--- src/design/atr_pkg.sv ---
package atr_pkg;

	// scaling constants
	localparam int unsigned ACC_LIMIT = 31392;
	localparam int unsigned G_CENTI = 981;
	localparam int unsigned CPG_RESET = 16384;

	// angle limits in tenths of a degree
	localparam int ROLL_LIMIT = 1800;
	localparam int PITCH_LIMIT = 900;

	// cordic
	localparam int unsigned CORDIC_STEPS = 16;
	localparam int unsigned LUT_LEN = 24;
	localparam int unsigned CORD_STEPS = (CORDIC_STEPS > LUT_LEN) ? LUT_LEN : CORDIC_STEPS;
	localparam int unsigned DATA_W = 36;
	localparam int unsigned ANG_W = 29;
	localparam int unsigned OUT_ANG_W = 13;
	localparam int unsigned HALF_ROT = 1800 * 65536;

	// atan(2^-i) in tenths of a degree times 2^16
	localparam logic [24:0] ATAN_LUT [0:23] = '{
		25'd29491200, 25'd17409672, 25'd9198793, 25'd4669451,
		25'd2343786, 25'd1173036, 25'd586661, 25'd293348,
		25'd146676, 25'd73339, 25'd36669, 25'd18335,
		25'd9167, 25'd4584, 25'd2292, 25'd1146,
		25'd573, 25'd286, 25'd143, 25'd72,
		25'd36, 25'd18, 25'd9, 25'd4
	};

	// pipeline depths, the last stage is the angle clamp register
	localparam int unsigned DIV_BITS = 15;
	localparam int unsigned SCALE_LAT = DIV_BITS + 3;
	localparam int unsigned SQRT_LAT = 24;
	localparam int unsigned CORD_LAT = CORD_STEPS + 2;
	localparam int unsigned TOTAL_LAT = SCALE_LAT + SQRT_LAT + 3 + CORD_LAT + 1;
	localparam int unsigned AX_DLY = TOTAL_LAT - SCALE_LAT;
	localparam int unsigned ROOT_TAP = SQRT_LAT + 2;

	typedef struct packed {
		logic signed [15:0] x;
		logic signed [15:0] y;
		logic signed [15:0] z;
	} axes_t;

endpackage

--- src/design/atr_scale.sv ---
module atr_scale (
	input  logic               clk,
	input  logic               adv,
	input  logic        [15:0] cpg,
	input  logic signed [15:0] raw,
	output logic signed [15:0] acc
);

	localparam int unsigned NB = atr_pkg::DIV_BITS;

	logic signed [26:0] p_s1;
	logic        [24:0] abs_p;
	logic        [15:0] rem_s  [0:NB];
	logic        [NB-1:0] dvd_s [0:NB];
	logic        [NB-1:0] quo_s [0:NB];
	logic               neg_s  [0:NB];
	logic               sat_s  [0:NB];
	logic               zero_s [0:NB];
	logic        [15:0] qv;

	assign abs_p = p_s1[26] ? 25'(-p_s1) : p_s1[24:0];

	// product, then setup, then one quotient bit per stage
	always_ff @(posedge clk) begin
		if (adv) begin
			p_s1 <= 27'(raw) * 27'(atr_pkg::G_CENTI);
			rem_s[0] <= {6'd0, abs_p[24:NB]};
			dvd_s[0] <= abs_p[NB-1:0];
			quo_s[0] <= '0;
			neg_s[0] <= p_s1[26];
			sat_s[0] <= {6'd0, abs_p[24:NB]} >= cpg;
			zero_s[0] <= (cpg == 16'd0);
			for (int k = 0; k < NB; k++) begin
				logic [16:0] t;
				logic ge;
				t = {rem_s[k], dvd_s[k][NB-1]};
				ge = t >= {1'b0, cpg};
				rem_s[k+1] <= ge ? 16'(t - {1'b0, cpg}) : t[15:0];
				dvd_s[k+1] <= {dvd_s[k][NB-2:0], 1'b0};
				quo_s[k+1] <= {quo_s[k][NB-2:0], ge};
				neg_s[k+1] <= neg_s[k];
				sat_s[k+1] <= sat_s[k];
				zero_s[k+1] <= zero_s[k];
			end
			acc <= neg_s[NB] ? -$signed(qv) : $signed(qv);
		end
	end

	// saturate and handle the zero divisor
	always_comb begin
		if (zero_s[NB])
			qv = '0;
		else if (sat_s[NB] || (16'(quo_s[NB]) > 16'(atr_pkg::ACC_LIMIT)))
			qv = 16'(atr_pkg::ACC_LIMIT);
		else
			qv = 16'(quo_s[NB]);
	end

endmodule

--- config.mk ---
export PLATFORM = sky130hd
export DESIGN_NAME = atr_scale
export DESIGN_NICKNAME = d
export VERILOG_FILES = /design/src/design/atr_pkg.sv /design/src/design/atr_scale.sv
export SDC_FILE = /design/constraint.sdc
export NUM_CORES = 1
export LEC_CHECK = 0
export ABC_AREA = 1
export BUFFER_PORTS_ARGS = -buffer_cell sky130_fd_sc_hd__buf_2
export CAP_MARGIN = 15
export CORE_MARGIN = 5
export CORE_UTILIZATION = 55
export DETAILED_ROUTE_END_ITERATION = 8
export GPL_ROUTABILITY_DRIVEN = 0
export HOLD_SLACK_MARGIN = 0.06
export PLACE_DENSITY = 0.72
export SLEW_MARGIN = 20
export SYNTH_ARGS = -nofsm -noshare
export SYNTH_HDL_FRONTEND = slang
export SYNTH_SLANG_ARGS = --single-unit
--- constraint.sdc ---
create_clock -name clk -period 4.9 [get_ports clk]
set_input_delay 0.245 -clock clk [delete_from_list [all_inputs] [get_ports clk]]
set_output_delay 0.245 -clock clk [all_outputs]
set_load 0.03 [all_outputs]
Yosys cells after proc, flatten, opt, wreduce, memory -nomap -nowiden. Memory sizes are Yosys's and may differ from the RTL's. Index checks and enable logic that the tools add are counted.

Flip-flop bits (word level): 43. RAM bits: 784. Bits of input ports: 34. Output and inout bits: 16. Word-level logic and storage cells: 66. Memories: 6.

Add/subtract/negate cells: 17. $mul: 1. Order comparisons: 17. Multiplexer cells: 21. Reduce and logical (&&, ||, !) cells: 2.

Memory list: rem_s (words 16, bits a word 16, read ports 15, clocked after memory_dff 0, write ports 16, RTL line atr_scale.sv:13) `logic [15:0] rem_s [0:NB];`; dvd_s (words 16, bits a word 15, read ports 15, clocked after memory_dff 0, write ports 16, RTL line atr_scale.sv:14) `logic [NB-1:0] dvd_s [0:NB];`; quo_s (words 16, bits a word 15, read ports 16, clocked after memory_dff 0, write ports 16, RTL line atr_scale.sv:15) `logic [NB-1:0] quo_s [0:NB];`; neg_s (words 16, bits a word 1, read ports 16, clocked after memory_dff 0, write ports 16, RTL line atr_scale.sv:16) `logic neg_s [0:NB];`; sat_s (words 16, bits a word 1, read ports 16, clocked after memory_dff 0, write ports 16, RTL line atr_scale.sv:17) `logic sat_s [0:NB];`; zero_s (words 16, bits a word 1, read ports 16, clocked after memory_dff 0, write ports 16, RTL line atr_scale.sv:18) `logic zero_s [0:NB];`.

Operator list (count): $mux W16 (16); $ge A17 B16 Y1 (15); $sub A16 B16 Y16 (15); $mux W15 (2); $mul A16 B11 Y27 const B (1); $mux W25 (1); $neg A25 Y25 (1); $ge A10 B16 Y1 (1); $logic_not A16 Y1 (1); $neg A16 Y16 (1); $gt A15 B15 Y1 const B (1); $mux W1 (2); $logic_or A1 B1 Y1 (1).

Logic depth before layout (Yosys ltp). Gate-level depths: netlist (run 1). An unclocked memory read counts as a cell.

Word-level depth: 7. Gate-level depth with buffers: 20.

Worst setup path before layout (run 1). OpenSTA, ideal clock, no wires.

Path type: input port to flip-flop. Start point: input raw[5]. End point: register p_s1[26], data pin. Setup time: 0.262 ns. Arrival time: 3.961 ns. Data required time: 4.638 ns. Slack: 0.677 ns. Stages on the path: 18. Buffers on the path: 0. Cell sequence: ha_1 > fa_1 > inv_1 > fa_1 > inv_1 > fa_1 > inv_1 > fa_1 > inv_1 > ha_1 > a21oi_1 > o21ai_0 > nand2_1 > nand3_1 > a21oi_1 > nor2_1 > a21oi_1 > xor2_1.

Cells in the longest elaborated chain, start to end: 1.

Ends and longest elaborated chain: from (decl) (RTL line atr_scale.sv:5) `input logic signed [15:0] raw,`; $mul A16 B11 Y27 (RTL line atr_scale.sv:26) `p_s1 <= 27'(raw) * 27'(atr_pkg::G_CENTI);`; to (signal assigned) (RTL line atr_scale.sv:26); to (decl) (RTL line atr_scale.sv:11) `logic signed [26:0] p_s1;`.

No other way between the ends. A chain may end at the register's enable or synchronous reset.

Final worst setup path (run 1).
Start point: input raw[1]. End point: register p_s1[26], data pin.

The elaborated chain is that of the path after synthesis.

==> results_dict.tcl, run 1 <==
set metrics [dict create \
    cts_hold_buf 5 \
    rsz0062_at_grt "no" \
    clock.fmax_mhz 213.8 \
    cpPeakStageDelay_ns 0.56 \
    final_util_pct 60.33 \
    synth_warnings 0 \
    comb_power_share_pct 48.6 \
    grt_busiest_layer "met2" \
    clockRootBuffer "clkbuf_16" \
    setup_tns_ns 0 \
    slew_headroom_pct 33.15 \
    antenna_left 0 \
    intPower_mw 14.88 \
    drive_above_1_share_pct 7.436 \
    synthTopCellsByCount "nand2_1, edfxtp_1, inv_1" \
    crit_fanout 4 \
    synth_top_cell_area_share_pct 47.83 \
    antenna_found_initial 0 \
    avgSynthCellArea_um2 10.23 \
    dp.cells 4347 \
    pin_count 50 \
    p_seq_share_pct 33.1 \
    setup_viol 0 \
    grt_pass1_vias 23460 \
    post_cts_buffers 0 \
    syn_inst 3461 \
    drt-total-wl_um 73560 \
    syn_nets 3919 \
    fin_cells 4460 \
    wire_per_inst_um 16.49 \
    arrival_ns 5.03 \
    vias 24500 \
    whs_ns 0.1020 \
    drc 0 \
    finalCritPeriodShare_pct 95.44 \
    power_density_mw_per_mm2 646.2 \
    hold_path_class "primary input to flop" \
    synth-seq-cells 564 \
    final.fill_count 5289 \
    clock_latency_ns 0.63 \
    cp_slowest_cell "fa_1" \
    final_max_slew_viol_count 0 \
    p_sw_mw 10.12 \
    num_rows 93 \
    drt_pass1_iterations 5 \
    syn_area_mm2 0.03541 \
    grt_pass1_wl_um 118500 \
    cts-htree-levels 2 \
    yosysMostFrequentCell "nand2_1" \
    ys_seq_area_share_pct 47.83 \
    core_area_mm2 0.06412 \
    worstMarginPinSlew_ns 1.002 \
    grt_max_degree 125 \
    start_kind "primary input" \
    die_w_um 263.7 \
    ys_top_cells_by_area "edfxtp_1, ha_1, nand2_1" \
    vias_per_cell 5.493 \
    synth_top_area_cell "edfxtp_1" \
    cp.required_ns 5.26 \
    portBuffers 49 \
    cts_sinks 564 \
    ys_types 57 \
    synth-edff-count 564 \
    cap_violations 0 \
    gr-usage-all-layers_pct 20.60 \
    clockBufferDepth 3 \
    crit_chain "dlygate4sd3_1 > buf_2 > ha_1 > fa_1 > inv_1 > fa_1 > inv_1 > fa_1 > inv_1 > fa_1 > inv_1 > ha_1 > a21oi_1 > o21ai_0 > nand2_1 > nand3_1 > a21oi_1 > nor2_1 > a21oi_1 > xor2_1" \
    first_iter_violations 1963 \
    end_kind "flop" \
    hold_viol_final 0 \
    sw_frac_of_total_pct 40.49 \
    start_util_pct 55.22 \
    grt_remaining_overflow 0 \
    cellLeakagePower_nw 16.61 \
    cts_buffers 58 \
    cts_tree "built" \
    ys.flop_type "edfxtp_1" \
    ff2ff_setup_slack_ns 1.64 \
    status "completed" \
    period_needed_ns 4.676 \
    fin_skew_ns 0.02373 \
    gr-usage-met1_pct 28.13 \
    grt_use_met2_pct 35.03 \
    timing.final.ws_setup_ns 0.2237 \
    clkTransAtPathRegs_ns 0.06 \
    dp.final_hpwl_um 54850 \
    die-area_mm2 0.06955 \
    synthArstFlopShare_pct 0 \
    peakVddDrop_uv 361.0 \
    areaGrowthSynthToFinish_pct 9.248 \
    clkPwrFrac_pct 18.3 \
    crit_type "primary input to flop" \
    nets 4015 \
    fp.dieH_um 263.7 \
    place_ws_ns 0.1339 \
    use_met3_pct 2.710 \
    postCtsResizedCells 0 \
]
[metal layers]
| metal | vias up | part of all wire, % |
|---|---|---|
| li1 | 12270 | - |
| met1 | 11500 | 45 |
| met2 | 610 | 48 |
| met3 | 117 | 5.0 |
| met4 | 0 | 2.4 |
| met5 | - | 0 |
[cell usage in the layout (no fill, tap or decap), drive strengths merged, types with 5 or more instances in the layout]
cell type / synthesis / routed
a21o: 51 / 51
a21oi: 226 / 226
a221oi: 13 / 13
a31oi: 12 / 12
buf: 40 / 76
bufinv: 0 / 9
clkbuf: 5 / 61
clkinv: 1 / 29
clkinvlp: 0 / 5
dlygate4sd3: 0 / 5
edfxtp: 564 / 564
fa: 82 / 82
ha: 342 / 342
inv: 380 / 384
nand2: 740 / 740
nand3: 132 / 132
nand3b: 18 / 18
nand4: 40 / 40
nor2: 191 / 191
nor3: 34 / 34
nor4: 8 / 8
o211ai: 9 / 9
o21a: 7 / 7
o21ai: 281 / 281
o21bai: 21 / 21
or2: 9 / 9
xnor2: 113 / 113
xor2: 114 / 114
[metrics by stage]
step	power, mW	cell area (µm²)
after CTS	25.07	38680
after detailed placement	20.38	36650
after global placement	20.14	36650
after floorplan	17.74	35410
after global routing	27.11	38680
final	25.00	38680
[path summary, 6_finish.rpt]
| check | startpoint | to | depth (start not counted) |
|---|---|---|---|
| worst max-delay path | raw[1] | p_s1[26]$_DFFE_PP_ | 20 |
| worst min-delay path | cpg[15] | zero_s[0][0]$_DFFE_PP_ | 4 |
| worst max register to register | p_s1[1]$_DFFE_PP_ | sat_s[0][0]$_DFFE_PP_ | 20 |
| worst min register to register | dvd_s[5][5]$_DFFE_PP_ | dvd_s[6][6]$_DFFE_PP_ | 0 |
[registers in the layout (all words and copies together) (netlist names)]
register / cells
acc: 16
quo_s: 120
neg_s: 16
rem_s: 234
dvd_s: 120
zero_s: 16
sat_s: 16
p_s1: 26
[logic make-up (layout without fill, tap and decap cells)]
logic type	count (synthesis)	count (layout)	synth area share, %
AOI/OAI and AO/OA	645	645	10.77
xor gates and xnor gates	227	227	5.615
other	0	1	0
adders and majority gates	424	424	16.72
and+or+nand+nor	1174	1174	13.99
muxes	1	1	0.02827
buffers and inverters	426	569	5.032
DFF	564	564	47.83
[layout make-up]
cell class              count  area (µm²)  area share (%)
inverters                 381        1430           3.697
clock buffers              61        1463           3.781
well taps                 855        1070           2.766
multi-input cells        2471       16690           43.14
diodes                      1       2.502        0.006469
repair buffers             81       570.5           1.475
clock inverters            46       520.5           1.346
flip-flops and latches    564       16940           43.78
[power groups by stage]
| stage | clock network (mW) | registers [mW] | logic [mW] |
|---|---|---|---|
| floorplan | 0 | 8.04 | 9.70 |
| global placement | 0 | 8.34 | 11.8 |
| detailed placement | 0 | 8.36 | 12.0 |
| CTS | 4.70 | 8.28 | 12.1 |
| global route | 4.89 | 8.39 | 13.8 |
| finish | 4.58 | 8.28 | 12.1 |
[worst max-delay path: cells and delay by family]
kind	cells	cell delay, ns
AO/OA/AOI/OAI	4	0.85
XOR/XNOR	1	0.08
adder cells (fa/ha/maj)	6	2.67
buffers and inverters	6	0.89
AND/OR/NAND/NOR	3	0.29
Power figures use the tool's default switching activity.
==> run 2: changes to the inputs <==
--- a/config.mk
+++ b/config.mk
@@ -5,7 +5,6 @@
 export SDC_FILE = /design/constraint.sdc
 export NUM_CORES = 1
 export LEC_CHECK = 0
-export ABC_AREA = 1
 export BUFFER_PORTS_ARGS = -buffer_cell sky130_fd_sc_hd__buf_2
 export CAP_MARGIN = 15
 export CORE_MARGIN = 5
@@ -13,7 +12,7 @@
 export DETAILED_ROUTE_END_ITERATION = 8
 export GPL_ROUTABILITY_DRIVEN = 0
 export HOLD_SLACK_MARGIN = 0.06
-export PLACE_DENSITY = 0.72
+export PLACE_DENSITY = 0.71
 export SLEW_MARGIN = 20
 export SYNTH_ARGS = -nofsm -noshare
 export SYNTH_HDL_FRONTEND = slang
==> results_dict.tcl, run 2 <==
set metrics [dict create \
    status "completed" \
    start_kind "primary input" \
    portBuffers 49 \
    antenna_left 0 \
    cp_top_family "adder cells" \
    p_seq_share_pct 33.2 \
    clock_latency_ns 0.64 \
    clockRootBuffer "clkbuf_16" \
    layout_commonest_cell "edfxtp_1" \
    nets 3524 \
    antenna_found_initial 0 \
    power_density_mw_per_mm2 653.8 \
    reg2reg_depth 17 \
    start_util_pct 55.70 \
    period_needed_ns 4.706 \
    cts_buffers 59 \
    top_regs "rem_s (234), dvd_s (120), quo_s (120)" \
    die-area_mm2 0.06783 \
    crit_fanout 5 \
    clkPwrFrac_pct 17.4 \
    cts_sinks 564 \
    drt-total-wl_um 72290 \
    synthTopCellsByCount "edfxtp_1, ha_1, inv_1" \
    cp.required_ns 5.27 \
    synth_top_cell_area_share_pct 49.09 \
    grt_pass1_vias 23240 \
    comb_power_share_pct 49.5 \
    crit_buf_inv 5 \
    syn_inst 2933 \
    min_to "rem_s[0][27]$_SDFFCE_PP0P_" \
    crit_chain "dlygate4sd3_1 > buf_2 > ha_1 > ha_1 > a21o_1 > fa_1 > fa_1 > inv_1 > fa_1 > inv_1 > ha_1 > a2111oi_2 > buf_4 > nand2b_1 > a21oi_1 > a211o_1 > nor3_2 > o22ai_1 > o21ai_0 > xnor2_1" \
    ff2ff_setup_slack_ns 0.63 \
    dp.final_hpwl_um 52810 \
    ys_top_cells_by_area "edfxtp_1, ha_1, fa_1" \
    cts_tree "built" \
    drive_above_1_share_pct 9.907 \
    synth-seq-cells 564 \
    diodes 0 \
    cap_violations 0 \
    num_rows 91 \
    cts-htree-levels 2 \
    ys_types 71 \
    r2r-end "sat_s[0][0]$_DFFE_PP_" \
    final.fill_count 4864 \
    drt_pass1_iterations 6 \
    worst-path-stages 20 \
    core_area_mm2 0.06194 \
    clkTransAtPathRegs_ns 0.06 \
    slew_headroom_pct 29.93 \
    hold_viol_final 0 \
    avgSynthCellArea_um2 11.76 \
    cp_slowest_cell "fa_1" \
    r2r_start "p_s1[3]$_DFFE_PP_" \
    rsz0062_at_grt "yes" \
    pin_count 50 \
    hold_path_class "primary input to flop" \
    largest_reg_flops 234 \
    syn_nets 3391 \
    synth_warnings 0 \
    clock.fmax_mhz 212.5 \
    die_w_um 260.5 \
    hold_start "cpg[11]" \
    sw_frac_of_total_pct 37.24 \
    regMostFlops "rem_s" \
    multi_input_area_mm2 0.01652 \
    setup_tns_ns 0 \
    fin_skew_ns 0.02784 \
    wire_per_inst_um 18.32 \
    intPower_mw 15.63 \
    drc 0 \
    synth-edff-count 564 \
    end_kind "flop" \
    grt_max_degree 159 \
    clockBufferDepth 3 \
    synthArstFlopShare_pct 0 \
    worstMarginPinSlew_ns 1.051 \
    p_sw_mw 9.270 \
    gr-usage-all-layers_pct 21.13 \
    arrival_ns 5.08 \
    finalCritPeriodShare_pct 96.05 \
    peakVddDrop_uv 367.9 \
    setup_viol 0 \
    layout_common_cells "edfxtp_1, ha_1, inv_1" \
    seq_area_mm2 0.01694 \
    ys_seq_area_share_pct 49.09 \
    power.total_mw 24.90 \
    fp.dieH_um 260.5 \
    min_path_cells 2 \
    vias 23250 \
    ys.flop_type "edfxtp_1" \
    cellLeakagePower_nw 15.31 \
    crit_type "primary input to flop" \
    final_util_pct 61.48 \
    cpPeakStageDelay_ns 0.54 \
    yosysMostFrequentCell "edfxtp_1" \
    final_max_slew_viol_count 0 \
    post_cts_buffers 0 \
    syn_area_mm2 0.03450 \
    first_iter_violations 1614 \
    areaGrowthSynthToFinish_pct 10.37 \
    grt_pass1_wl_um 117200 \
    synth_top_area_cell "edfxtp_1" \
    grt_remaining_overflow 0 \
    vias_per_cell 5.891 \
]
run 2: cell types whose count changed after synthesis, sizes merged, moves of 58 or more:
cell,change
inv,-129
mux2,+92
nand2,-605
nand3,-99
o21a,+58
o21ai,-97
xor2,-59
run 2: what timing repair did:
action | in CTS | in global routing
endpoints found under the setup margin | 0 | 5
endpoints found under the hold margin | 36 | 0
hold buffers | 7 | 0
gates resized for setup | 0 | 5
run 2: worst max path at each step:
stage | startpoint | slack [ns] | endpoint
after floorplan | raw[7] | 0.13 | p_s1[26]$_DFFE_PP_
after global placement | raw[13] | -0.008 | p_s1[26]$_DFFE_PP_
after detailed placement | raw[7] | -0.11 | p_s1[26]$_DFFE_PP_
after CTS | raw[0] | 0.11 | p_s1[26]$_DFFE_PP_
after global routing | raw[2] | -0.008 | p_s1[26]$_DFFE_PP_
final | raw[2] | 0.19 | p_s1[26]$_DFFE_PP_
run 2: power groups by stage:
stage	Sequential, mW	Combinational [mW]	Clock [mW]
4_1_cts	8.25	12.2	4.43
2_1_floorplan	8.03	9.46	0
6_report	8.26	12.3	4.32
3_3_place_gp	8.29	11.5	0
3_5_place_dp	8.33	12.1	0
5_1_grt	8.37	13.8	4.62
run 2: worst register-to-register path, delay by kind of cell (launching register included):
kind                       cells  cell delay, ns
and+or+nand+nor                7            1.80
buffers and inverters          1            0.07
DFF                            1            0.42
AOI/OAI and AO/OA              7            1.27
xor gates and xnor gates       1            0.21
adders and majority gates      1            0.26
run 2: final cells by class:
cell class	count	area share [%]
clock inverters	33	0.7820
flip-flops and latches	564	44.48
inverters	251	2.474
repair buffers	112	2.090
clock buffers	71	4.052
well taps	837	2.750
multi-input cells	2078	43.37
run 2: kinds of logic (layout without fill, tap and decap cells):
family	after synthesis	after routing	share of synthesized area (%)
AND/OR/NAND/NOR	622	622	8.831
flip-flops	564	564	49.09
XOR/XNOR	201	201	5.103
multiplexers	101	101	3.264
AO/OA/AOI/OAI	728	728	13.30
buffers and inverters	291	467	3.188
adder cells (fa/ha/maj)	426	426	17.22
run 2: through the flow:
step,cell area (µm²),cells,setup slack (ns),hold WS (ns)
6_report,38080,3946,0.1937,0.1098
5_1_grt,38080,3946,-0.007552,0.07976
4_1_cts,38060,3946,0.1052,0.07866
3_5_place_dp,36140,3835,-0.1078,0.4045
3_3_place_gp,36140,3835,-0.008359,0.4010
2_1_floorplan,34500,2933,0.1262,0.3439
run 2: routing by layer:
metal	up-vias	global-route usage, %	wire, µm
li1	11170	-	-
met1	11290	27.15	30410
met2	606	36.32	35320
met3	182	3.019	3456
met4	0	8.527	3103
met5	-	0	0
